--- src/sv/assert_macros.svh ---
// Assertion helpers shared by the RTL.
// Both macros sample on clk_i; ASSERT_CHK is switched off while rst_ni is low.
`ifndef ASSERT_MACROS_SVH
`define ASSERT_MACROS_SVH

`ifndef SYNTH
`define ASSERT_CHK(lbl, prop) \
  lbl: assert property (@(posedge clk_i) disable iff (!rst_ni) prop) \
    else $error("%m: check failed");
`define ASSERT_ALWAYS(lbl, prop) \
  lbl: assert property (@(posedge clk_i) prop) \
    else $error("%m: check failed");
`else
`define ASSERT_CHK(lbl, prop)
`define ASSERT_ALWAYS(lbl, prop)
`endif

`endif

--- src/sv/necir_pkg.sv ---
`default_nettype none

package necir_pkg;

  localparam int unsigned TICK_W  = 15;
  localparam int unsigned SUM_W   = TICK_W + 1;
  localparam int unsigned COUNT_W = 6;
  localparam int unsigned REG_NUM = 8;
  localparam int unsigned REG_IDX_W = 3;

  // Acceptance half-width of every timing window, in ticks.
  localparam int unsigned TOLERANCE = 200;
  localparam logic [SUM_W-1:0] TOL_SUM = SUM_W'(TOLERANCE);

  localparam logic [COUNT_W-1:0] HALF_BITS            = COUNT_W'(16);
  localparam logic [COUNT_W-1:0] DATA_BITS            = COUNT_W'(32);
  localparam logic [COUNT_W-1:0] DATA_FRAME_SYMBOLS   = COUNT_W'(34);
  localparam logic [COUNT_W-1:0] REPEAT_FRAME_SYMBOLS = COUNT_W'(2);
  localparam logic [COUNT_W-1:0] COUNT_MAX            = COUNT_W'(63);

  typedef enum logic [1:0] {
    KIND_INVALID = 2'd0,
    KIND_DATA    = 2'd1,
    KIND_REPEAT  = 2'd2
  } frame_kind_e;

  typedef enum logic [REG_IDX_W-1:0] {
    REG_LEADER_MARK  = 3'd0,
    REG_LEADER_SPACE = 3'd1,
    REG_ZERO_MARK    = 3'd2,
    REG_ZERO_SPACE   = 3'd3,
    REG_ONE_MARK     = 3'd4,
    REG_ONE_SPACE    = 3'd5,
    REG_REPEAT_MARK  = 3'd6,
    REG_REPEAT_SPACE = 3'd7
  } reg_idx_e;

  localparam logic [TICK_W-1:0] CFG_RESET [REG_NUM] = '{
    15'd9000, 15'd4500, 15'd560, 15'd560, 15'd560, 15'd1690, 15'd9000, 15'd2250
  };

  // True when value lies strictly inside nominal +/- TOLERANCE.
  function automatic logic in_window(logic [TICK_W-1:0] value, logic [TICK_W-1:0] nominal);
    logic [SUM_W-1:0] v_ext;
    logic [SUM_W-1:0] n_ext;
    v_ext = {1'b0, value};
    n_ext = {1'b0, nominal};
    return (v_ext < n_ext + TOL_SUM) && (v_ext + TOL_SUM > n_ext);
  endfunction

endpackage

`default_nettype wire

--- src/sv/nec_ir_frame_decoder_top.sv ---
// NEC infrared frame decoder. Each input transaction is one received pulse symbol
// (mark and space durations in ticks, plus a flag on the last symbol of the frame);
// a result transaction leaves only for a symbol with frame_end set, carrying the
// frame kind (0 invalid, 1 data, 2 repeat) and the 16-bit address and command,
// which are the last valid pair for a repeat and zero for an invalid frame.
// Durations are accepted strictly inside nominal +/- 200 ticks; nominals are
// programmed through the configuration port (index 0..7: leader mark/space, zero
// mark/space, one mark/space, repeat mark/space), by the user only while the block
// is idle; the block does not enforce this. One symbol is taken per clock unless a
// frame-ending symbol waits on an untaken result; it sits in the input register,
// where the window comparators and the frame state update run, and its result
// loads the output register as it advances. The output register decouples the
// two sides: symbols that end no frame flow on while a result waits to be taken.
`default_nettype none

`include "assert_macros.svh"

module nec_ir_frame_decoder_top (
  input  wire logic        clk_i,
  input  wire logic        rst_ni,
  // configuration write channel
  input  wire logic        cfg_valid_i,
  output logic             cfg_ready_o,
  input  wire logic [2:0]  cfg_index_i,
  input  wire logic [14:0] cfg_wdata_i,
  // symbol input channel
  input  wire logic        in_valid_i,
  output logic             in_ready_o,
  input  wire logic [14:0] mark_ticks_i,
  input  wire logic [14:0] space_ticks_i,
  input  wire logic        frame_end_i,
  // result channel
  output logic             out_valid_o,
  input  wire logic        out_ready_i,
  output logic [1:0]       frame_kind_o,
  output logic [15:0]      address_out_o,
  output logic [15:0]      command_out_o
);

  // Timing registers, each read at its own fixed place.
  logic [14:0] cfg_q [necir_pkg::REG_NUM];

  // Input register.
  logic        s1_valid_q;
  logic [14:0] s1_mark_q;
  logic [14:0] s1_space_q;
  logic        s1_end_q;

  // Frame state.
  logic [5:0]  count_q, count_d;
  logic        good_q, good_d;
  logic        first_rep_q, first_rep_d;
  logic [15:0] addr_sh_q, addr_sh_d;
  logic [15:0] cmd_sh_q, cmd_sh_d;
  logic [15:0] last_addr_q, last_addr_d;
  logic [15:0] last_cmd_q, last_cmd_d;

  // Result register.
  logic                   out_valid_q;
  necir_pkg::frame_kind_e out_kind_q, kind_d;
  logic [15:0]            out_addr_q, out_addr_d;
  logic [15:0]            out_cmd_q, out_cmd_d;

  logic s1_adv;
  logic leader_ok, repeat_ok, one_ok, zero_ok;
  logic is_leader_slot, is_bit_slot;
  logic [5:0] count_inc;
  logic [15:0] addr_upd, cmd_upd;

  // ---------------------------------------------------------------------------
  // Configuration: always ready, write the indexed timing register.
  // ---------------------------------------------------------------------------
  assign cfg_ready_o = 1'b1;

  always_ff @(posedge clk_i or negedge rst_ni) begin
    if (!rst_ni) begin
      cfg_q <= necir_pkg::CFG_RESET;
    end else if (cfg_valid_i) begin
      cfg_q[cfg_index_i] <= cfg_wdata_i;
    end
  end

  // ---------------------------------------------------------------------------
  // Handshake. A symbol in the input register advances unless it ends a frame
  // and the result register is still held by an untaken result.
  // ---------------------------------------------------------------------------
  assign s1_adv     = s1_valid_q && (!s1_end_q || !out_valid_q || out_ready_i);
  assign in_ready_o = !s1_valid_q || s1_adv;

  always_ff @(posedge clk_i or negedge rst_ni) begin
    if (!rst_ni) begin
      s1_valid_q <= 1'b0;
    end else if (in_ready_o) begin
      s1_valid_q <= in_valid_i;
    end
  end

  always_ff @(posedge clk_i) begin
    if (in_ready_o && in_valid_i) begin
      s1_mark_q  <= mark_ticks_i;
      s1_space_q <= space_ticks_i;
      s1_end_q   <= frame_end_i;
    end
  end

  // ---------------------------------------------------------------------------
  // Symbol classification: four window pairs against the programmed nominals.
  // ---------------------------------------------------------------------------
  assign leader_ok =
    necir_pkg::in_window(s1_mark_q,  cfg_q[necir_pkg::REG_LEADER_MARK]) &&
    necir_pkg::in_window(s1_space_q, cfg_q[necir_pkg::REG_LEADER_SPACE]);
  assign repeat_ok =
    necir_pkg::in_window(s1_mark_q,  cfg_q[necir_pkg::REG_REPEAT_MARK]) &&
    necir_pkg::in_window(s1_space_q, cfg_q[necir_pkg::REG_REPEAT_SPACE]);
  assign one_ok =
    necir_pkg::in_window(s1_mark_q,  cfg_q[necir_pkg::REG_ONE_MARK]) &&
    necir_pkg::in_window(s1_space_q, cfg_q[necir_pkg::REG_ONE_SPACE]);
  assign zero_ok =
    necir_pkg::in_window(s1_mark_q,  cfg_q[necir_pkg::REG_ZERO_MARK]) &&
    necir_pkg::in_window(s1_space_q, cfg_q[necir_pkg::REG_ZERO_SPACE]);

  assign is_leader_slot = (count_q == '0);
  assign is_bit_slot    = !is_leader_slot && (count_q <= necir_pkg::DATA_BITS);

  // Saturate the symbol count; symbols past the stop symbol change nothing else.
  assign count_inc = (count_q < necir_pkg::COUNT_MAX) ? count_q + 6'd1 : necir_pkg::COUNT_MAX;

  // Shift in LSB first; a bit that matches both timings reads as a one.
  always_comb begin
    addr_upd = addr_sh_q;
    cmd_upd  = cmd_sh_q;
    if (is_bit_slot) begin
      if (count_q <= necir_pkg::HALF_BITS) begin
        addr_upd = {one_ok, addr_sh_q[15:1]};
      end else begin
        cmd_upd = {one_ok, cmd_sh_q[15:1]};
      end
    end
  end

  // ---------------------------------------------------------------------------
  // Frame state update and result formation.
  // ---------------------------------------------------------------------------
  always_comb begin
    logic good_upd;
    logic rep_upd;
    good_upd = good_q;
    if (is_leader_slot && !leader_ok) begin
      good_upd = 1'b0;
    end
    if (is_bit_slot && !one_ok && !zero_ok) begin
      good_upd = 1'b0;
    end
    rep_upd = is_leader_slot ? repeat_ok : first_rep_q;

    count_d     = count_q;
    good_d      = good_q;
    first_rep_d = first_rep_q;
    addr_sh_d   = addr_sh_q;
    cmd_sh_d    = cmd_sh_q;
    last_addr_d = last_addr_q;
    last_cmd_d  = last_cmd_q;
    kind_d      = necir_pkg::KIND_INVALID;
    out_addr_d  = '0;
    out_cmd_d   = '0;

    if (s1_adv) begin
      if (s1_end_q) begin
        if (count_inc == necir_pkg::DATA_FRAME_SYMBOLS && good_upd) begin
          kind_d      = necir_pkg::KIND_DATA;
          last_addr_d = addr_upd;
          last_cmd_d  = cmd_upd;
          out_addr_d  = addr_upd;
          out_cmd_d   = cmd_upd;
        end else if (count_inc == necir_pkg::REPEAT_FRAME_SYMBOLS && rep_upd) begin
          kind_d     = necir_pkg::KIND_REPEAT;
          out_addr_d = last_addr_q;
          out_cmd_d  = last_cmd_q;
        end
        // drop the frame state, keep the last valid pair
        count_d     = '0;
        good_d      = 1'b1;
        first_rep_d = 1'b0;
        addr_sh_d   = '0;
        cmd_sh_d    = '0;
      end else begin
        count_d     = count_inc;
        good_d      = good_upd;
        first_rep_d = rep_upd;
        addr_sh_d   = addr_upd;
        cmd_sh_d    = cmd_upd;
      end
    end
  end

  always_ff @(posedge clk_i or negedge rst_ni) begin
    if (!rst_ni) begin
      count_q     <= '0;
      good_q      <= 1'b1;
      first_rep_q <= 1'b0;
      addr_sh_q   <= '0;
      cmd_sh_q    <= '0;
      last_addr_q <= '0;
      last_cmd_q  <= '0;
    end else begin
      count_q     <= count_d;
      good_q      <= good_d;
      first_rep_q <= first_rep_d;
      addr_sh_q   <= addr_sh_d;
      cmd_sh_q    <= cmd_sh_d;
      last_addr_q <= last_addr_d;
      last_cmd_q  <= last_cmd_d;
    end
  end

  // ---------------------------------------------------------------------------
  // Result register: load on a frame-ending symbol, hold until taken.
  // ---------------------------------------------------------------------------
  always_ff @(posedge clk_i or negedge rst_ni) begin
    if (!rst_ni) begin
      out_valid_q <= 1'b0;
    end else begin
      out_valid_q <= (s1_adv && s1_end_q) || (out_valid_q && !out_ready_i);
    end
  end

  always_ff @(posedge clk_i) begin
    if (s1_adv && s1_end_q) begin
      out_kind_q <= kind_d;
      out_addr_q <= out_addr_d;
      out_cmd_q  <= out_cmd_d;
    end
  end

  assign out_valid_o   = out_valid_q;
  assign frame_kind_o  = 2'(out_kind_q);
  assign address_out_o = out_addr_q;
  assign command_out_o = out_cmd_q;

  // ---------------------------------------------------------------------------
  // Checks
  // ---------------------------------------------------------------------------
  `ASSERT_CHK(a_frame_restart, s1_adv && s1_end_q |=> count_q == '0 && good_q)
  `ASSERT_CHK(a_invalid_zero,
    out_valid_q && out_kind_q == necir_pkg::KIND_INVALID |-> out_addr_q == '0 && out_cmd_q == '0)
  `ASSERT_CHK(a_valid_uses_last,
    out_valid_q && out_kind_q != necir_pkg::KIND_INVALID |->
      out_addr_q == last_addr_q && out_cmd_q == last_cmd_q)
  `ASSERT_CHK(a_stall_holds, s1_valid_q && !s1_adv |=> s1_valid_q && $stable(s1_mark_q))
  `ASSERT_ALWAYS(a_count_in_reset, !rst_ni |=> count_q == '0 && !out_valid_q)

endmodule

`default_nettype wire

--- config.mk ---
export PLATFORM = sky130hd
export DESIGN_NAME = nec_ir_frame_decoder_top
export DESIGN_NICKNAME = d
export VERILOG_FILES = /design/src/sv/necir_pkg.sv /design/src/sv/nec_ir_frame_decoder_top.sv
export VERILOG_INCLUDE_DIRS = /design/src /design/src/sv
export SDC_FILE = /design/constraint.sdc
export NUM_CORES = 1
export LEC_CHECK = 0
export ABC_AREA = 1
export BUFFER_PORTS_ARGS = -buffer_cell sky130_fd_sc_hd__buf_2
export CAP_MARGIN = 20
export CORE_MARGIN = 1
export CORE_UTILIZATION = 45
export DETAILED_ROUTE_END_ITERATION = 7
export RECOVER_POWER = 100
export SLEW_MARGIN = 20
export SYNTH_ARGS = -nofsm -noshare
export SYNTH_HDL_FRONTEND = slang
export SYNTH_SLANG_ARGS = --single-unit
--- constraint.sdc ---
create_clock -name clk_i -period 9 [get_ports clk_i]
set_input_delay 0.45 -clock clk_i [delete_from_list [all_inputs] [get_ports clk_i]]
set_output_delay 0.45 -clock clk_i [all_outputs]
set_load 0.05 [all_outputs]
==> flow_results.xml <==
<?xml version="1.0" encoding="UTF-8"?>
<metrics>
  <group name="status">
    <metric name="run_status" unit="">finished with violations</metric>
    <metric name="failing_checks" unit="">max-capacitance violations, max-slew violations</metric>
  </group>
  <group name="final_layout">
    <metric name="n_antenna_cell" unit="">0</metric>
    <metric name="area_delta_synth_final" unit="%">10.6</metric>
    <metric name="stdcell_count" unit="">2900</metric>
    <metric name="final_nets" unit="">2640</metric>
    <metric name="drive_gt1_share" unit="%">6.21</metric>
  </group>
  <group name="die">
    <metric name="coreArea" unit="sq um">38900</metric>
    <metric name="die_y" unit="um">201</metric>
    <metric name="rows" unit="">72</metric>
    <metric name="die_width" unit="um">201</metric>
    <metric name="design.die.area" unit="sq um">40500</metric>
    <metric name="top_level_ports" unit="">91</metric>
    <metric name="initial_cell_density_of_the_core" unit="%">45.9</metric>
  </group>
  <group name="clocking">
    <metric name="cts_post_setup_buffers_inserted" unit="">0</metric>
    <metric name="clk_latency" unit="ns">0.53</metric>
    <metric name="ctsResizeCount" unit="">0</metric>
    <metric name="htreeDepth" unit="">2</metric>
    <metric name="cts_max_path_buffers" unit="">3</metric>
    <metric name="cts_num_sinks" unit="">259</metric>
    <metric name="cts.root.buffer_cell" unit="">sky130_fd_sc_hd__clkbuf_16</metric>
    <metric name="clkSlewWorstSetupHoldPaths" unit="ns">0.06</metric>
    <metric name="numCtsBuffers" unit="">34</metric>
    <metric name="tritoncts" unit="">yes</metric>
  </group>
  <group name="critical_path">
    <metric name="worst-endpoint-required" unit="ns">9.39</metric>
    <metric name="worst_ep_arrival_time" unit="ns">6.29</metric>
    <metric name="endpoint_kind" unit="">flip-flop</metric>
    <metric name="path_max_fanout" unit="">33</metric>
    <metric name="startpoint_type" unit="">flip-flop</metric>
    <metric name="worst-setup-path-type" unit="">reg2reg</metric>
  </group>
  <group name="global_route">
    <metric name="grt_pass1_vias" unit="">14700</metric>
    <metric name="grt-ovfl-total" unit="">0</metric>
    <metric name="groute.usage.overall" unit="%">22.7</metric>
    <metric name="antenna_found_initial" unit="">1</metric>
    <metric name="grt_pass1_wl" unit="mm">73.6</metric>
    <metric name="maximum_number_of_pins_on_one_net_before_global_route_repair" unit="">81</metric>
  </group>
  <group name="synthesis">
    <metric name="synth-main-ff-cell" unit="">sky130_fd_sc_hd__dfrtp_1</metric>
    <metric name="synthArstFlopShare" unit="%">74.9</metric>
    <metric name="synthTopCellsByCount" unit="">sky130_fd_sc_hd__nand2_1 (597), sky130_fd_sc_hd__inv_1 (330), sky130_fd_sc_hd__ha_1 (229)</metric>
    <metric name="syn-mean-instance-area" unit="sq um">7.84</metric>
    <metric name="synth.cell_area" unit="sq um">17900</metric>
    <metric name="post-synth-top-area-cell" unit="">sky130_fd_sc_hd__dfrtp_1</metric>
    <metric name="synth.distinct_cells" unit="">44</metric>
    <metric name="yosys_register_bits" unit="">259</metric>
    <metric name="synth-warning-count" unit="">0</metric>
    <metric name="number_of_synthesized_flops_with_an_enable_pin" unit="">65</metric>
    <metric name="ys_seq_area_share" unit="%">38.3</metric>
    <metric name="post_synthesis_cells" unit="">2279</metric>
    <metric name="synthesis.nets" unit="">2562</metric>
    <metric name="synthDominantCellAreaShare" unit="%">22.1</metric>
    <metric name="synth.top_cells.by_area" unit="">sky130_fd_sc_hd__dfrtp_1 (22%), sky130_fd_sc_hd__ha_1 (16%), sky130_fd_sc_hd__nand2_1 (13%)</metric>
    <metric name="synthMostInstantiatedCell" unit="">sky130_fd_sc_hd__nand2_1</metric>
  </group>
  <group name="detailed_routing">
    <metric name="post_drt_wl_per_cell" unit="um">15.3</metric>
    <metric name="drc_errors" unit="">0</metric>
    <metric name="drt-pass1-iter-count" unit="">5</metric>
    <metric name="routed_wirelength" unit="mm">44.3</metric>
    <metric name="postRouteAntennaNets" unit="">0</metric>
    <metric name="dr.first_iter.drc_count" unit="">688</metric>
    <metric name="detailroute.via_count" unit="">14800</metric>
    <metric name="viasPerCell" unit="">5.09</metric>
  </group>
  <group name="sta">
    <metric name="hold_ws" unit="ns">0.0905</metric>
    <metric name="totalNegativeSetupSlack" unit="ns">0</metric>
    <metric name="setup_viol" unit="">0</metric>
    <metric name="worstMarginPinSlew" unit="ns">4.63</metric>
    <metric name="unrepaired_setup_endpoints_after_global_routing" unit="">no</metric>
    <metric name="max_freq" unit="MHz">170</metric>
    <metric name="timing.clock.skew" unit="ns">0.0168</metric>
    <metric name="timing_max_transition_violations_final" unit="">174</metric>
    <metric name="slew-limit-headroom" unit="%">-209</metric>
    <metric name="setup_ws" unit="ns">3.10</metric>
    <metric name="timing.final.crit_share" unit="%">65.6</metric>
    <metric name="hold_viol_final" unit="">0</metric>
    <metric name="period_minus_slack" unit="ns">5.90</metric>
  </group>
  <group name="power_and_ir_drop">
    <metric name="leakage" unit="nW">9.97</metric>
    <metric name="ir_worst_vdd" unit="mV">0.148</metric>
    <metric name="power_density" unit="nW/um^2">208</metric>
  </group>
  <group name="run">
    <metric name="cap_violations" unit="">4</metric>
  </group>
  <group name="placement">
    <metric name="dpl_worst_slack" unit="ns">4.65</metric>
    <metric name="gp_congestion" unit="">0.895</metric>
    <metric name="dp_hpwl" unit="mm">33.4</metric>
    <metric name="portBuffers" unit="">89</metric>
    <metric name="dpl.cell_count" unit="">2838</metric>
  </group>
  <group name="min_path">
    <metric name="hold_class" unit="">in2reg</metric>
  </group>
</metrics>
==> worst max-delay path, cell delays in order (launching register included) <==
cell	delay, ns
sky130_fd_sc_hd__edfxtp_1	0.53
sky130_fd_sc_hd__nand3_1	0.19
sky130_fd_sc_hd__nand2_1	0.14
sky130_fd_sc_hd__nand3_1	0.12
sky130_fd_sc_hd__nor2_1	0.17
sky130_fd_sc_hd__nand3_1	0.11
sky130_fd_sc_hd__xnor2_1	0.43
sky130_fd_sc_hd__ha_1	0.21
sky130_fd_sc_hd__inv_1	0.04
sky130_fd_sc_hd__nor2_1	0.20
sky130_fd_sc_hd__nand3_1	0.10
sky130_fd_sc_hd__nor2_1	0.15
sky130_fd_sc_hd__nand2_1	0.06
sky130_fd_sc_hd__nand2_1	0.05
sky130_fd_sc_hd__nand2_1	0.06
sky130_fd_sc_hd__nor2_1	0.26
sky130_fd_sc_hd__nand2_1	0.13
sky130_fd_sc_hd__a21oi_1	0.29
sky130_fd_sc_hd__nand2_2	0.10
sky130_fd_sc_hd__nor2_1	1.85
sky130_fd_sc_hd__nand3_1	0.40
sky130_fd_sc_hd__nand2_1	0.16
==> path summary, 6_finish.rpt <==
path | start | endpoint | slack, ns | cells past startpoint
setup / recovery | s1_mark_q[5] | command_out_o[6] | 3.10 | 21
hold / removal | mark_ticks_i[1] | s1_mark_q[1] | 0.09 | 1
setup reg to reg | s1_mark_q[5] | command_out_o[6] | 3.10 | 21
hold reg to reg | last_cmd_q[13] | last_cmd_q[13] | 0.48 | 2
max in group asynchronous | rst_ni | cfg_q[115] | 4.26 | 2
min in group asynchronous | rst_ni | last_cmd_q[6] | 2.12 | 2
==> metrics by stage <==
step                util [%]  power (mW)  instance area (sq um)
floorplan                  -        2.48                  17900
global placement        48.3        2.78                  18800
detailed placement      48.3        2.82                  18800
CTS                     51.0        4.16                  19900
global route            50.8        4.43                  19800
finish                  50.8        4.11                  19800
==> metal layers <==
metal	vias to the layer above	share of wire (%)	track usage [%]
li1	7570	-	-
met4	0	2.4	7.22
met3	65	3.4	3.01
met1	6937	48	30.4
met2	200	46	37.9
met5	-	0	0
==> cells by family after synthesis <==
logic type                 synth area share [%]
AOI/OAI and AO/OA                          10.1
xor gates and xnor gates                   4.56
DFF                                        38.3
adders and majority gates                  16.0
buffers and inverters                      8.45
and+or+nand+nor                            22.5
other                                    0.0210
==> registers in the layout, summed over array words and instances, names as in the netlist <==
register / flops
first_rep_q: 1
address_out_o: 16
s1_valid_q: 1
s1_space_q: 15
command_out_o: 16
frame_kind_o: 2
cfg_q: 120
last_addr_q: 16
cmd_sh_q: 16
count_q: 6
out_valid_o: 1
good_q: 1
s1_mark_q: 15
s1_end_q: 1
addr_sh_q: 16
last_cmd_q: 16
==> layout by cell type (no fill, tap or decap), drive strengths merged, types with 78 or more instances in the layout <==
cell    Yosys  final
nor2      173    173
inv       332    331
o21ai     178    178
ha        229    229
nand2     599    599
a21oi      91     91
dfrtp     158    158
nand3     149    149
clkbuf     39     94
xor2       78     78
==> timing repair <==
item	CTS	global route
hold endpoints to repair	30	0
hold buffers	1	0
endpoints found under the setup margin	0	0
==> layout make-up <==
cell class / instances / area [sq um]
clock buffer: 49 / 948
timing repair buffer: 99 / 457
fill: 3816 / 19200
multi-input combinational: 1630 / 9490
tap: 518 / 648
inverter: 333 / 1250
sequential: 259 / 6850
clock inverter: 12 / 123
==> power breakdown <==
part | total [mW] | internal [mW] | switching, mW | leakage [nW]
clock | 1.31 | 0.792 | 0.518 | 0.521
sequential | 1.53 | 1.38 | 0.150 | 3.08
combinational | 1.26 | 0.477 | 0.785 | 6.37
Power figures use the tool's default switching activity.
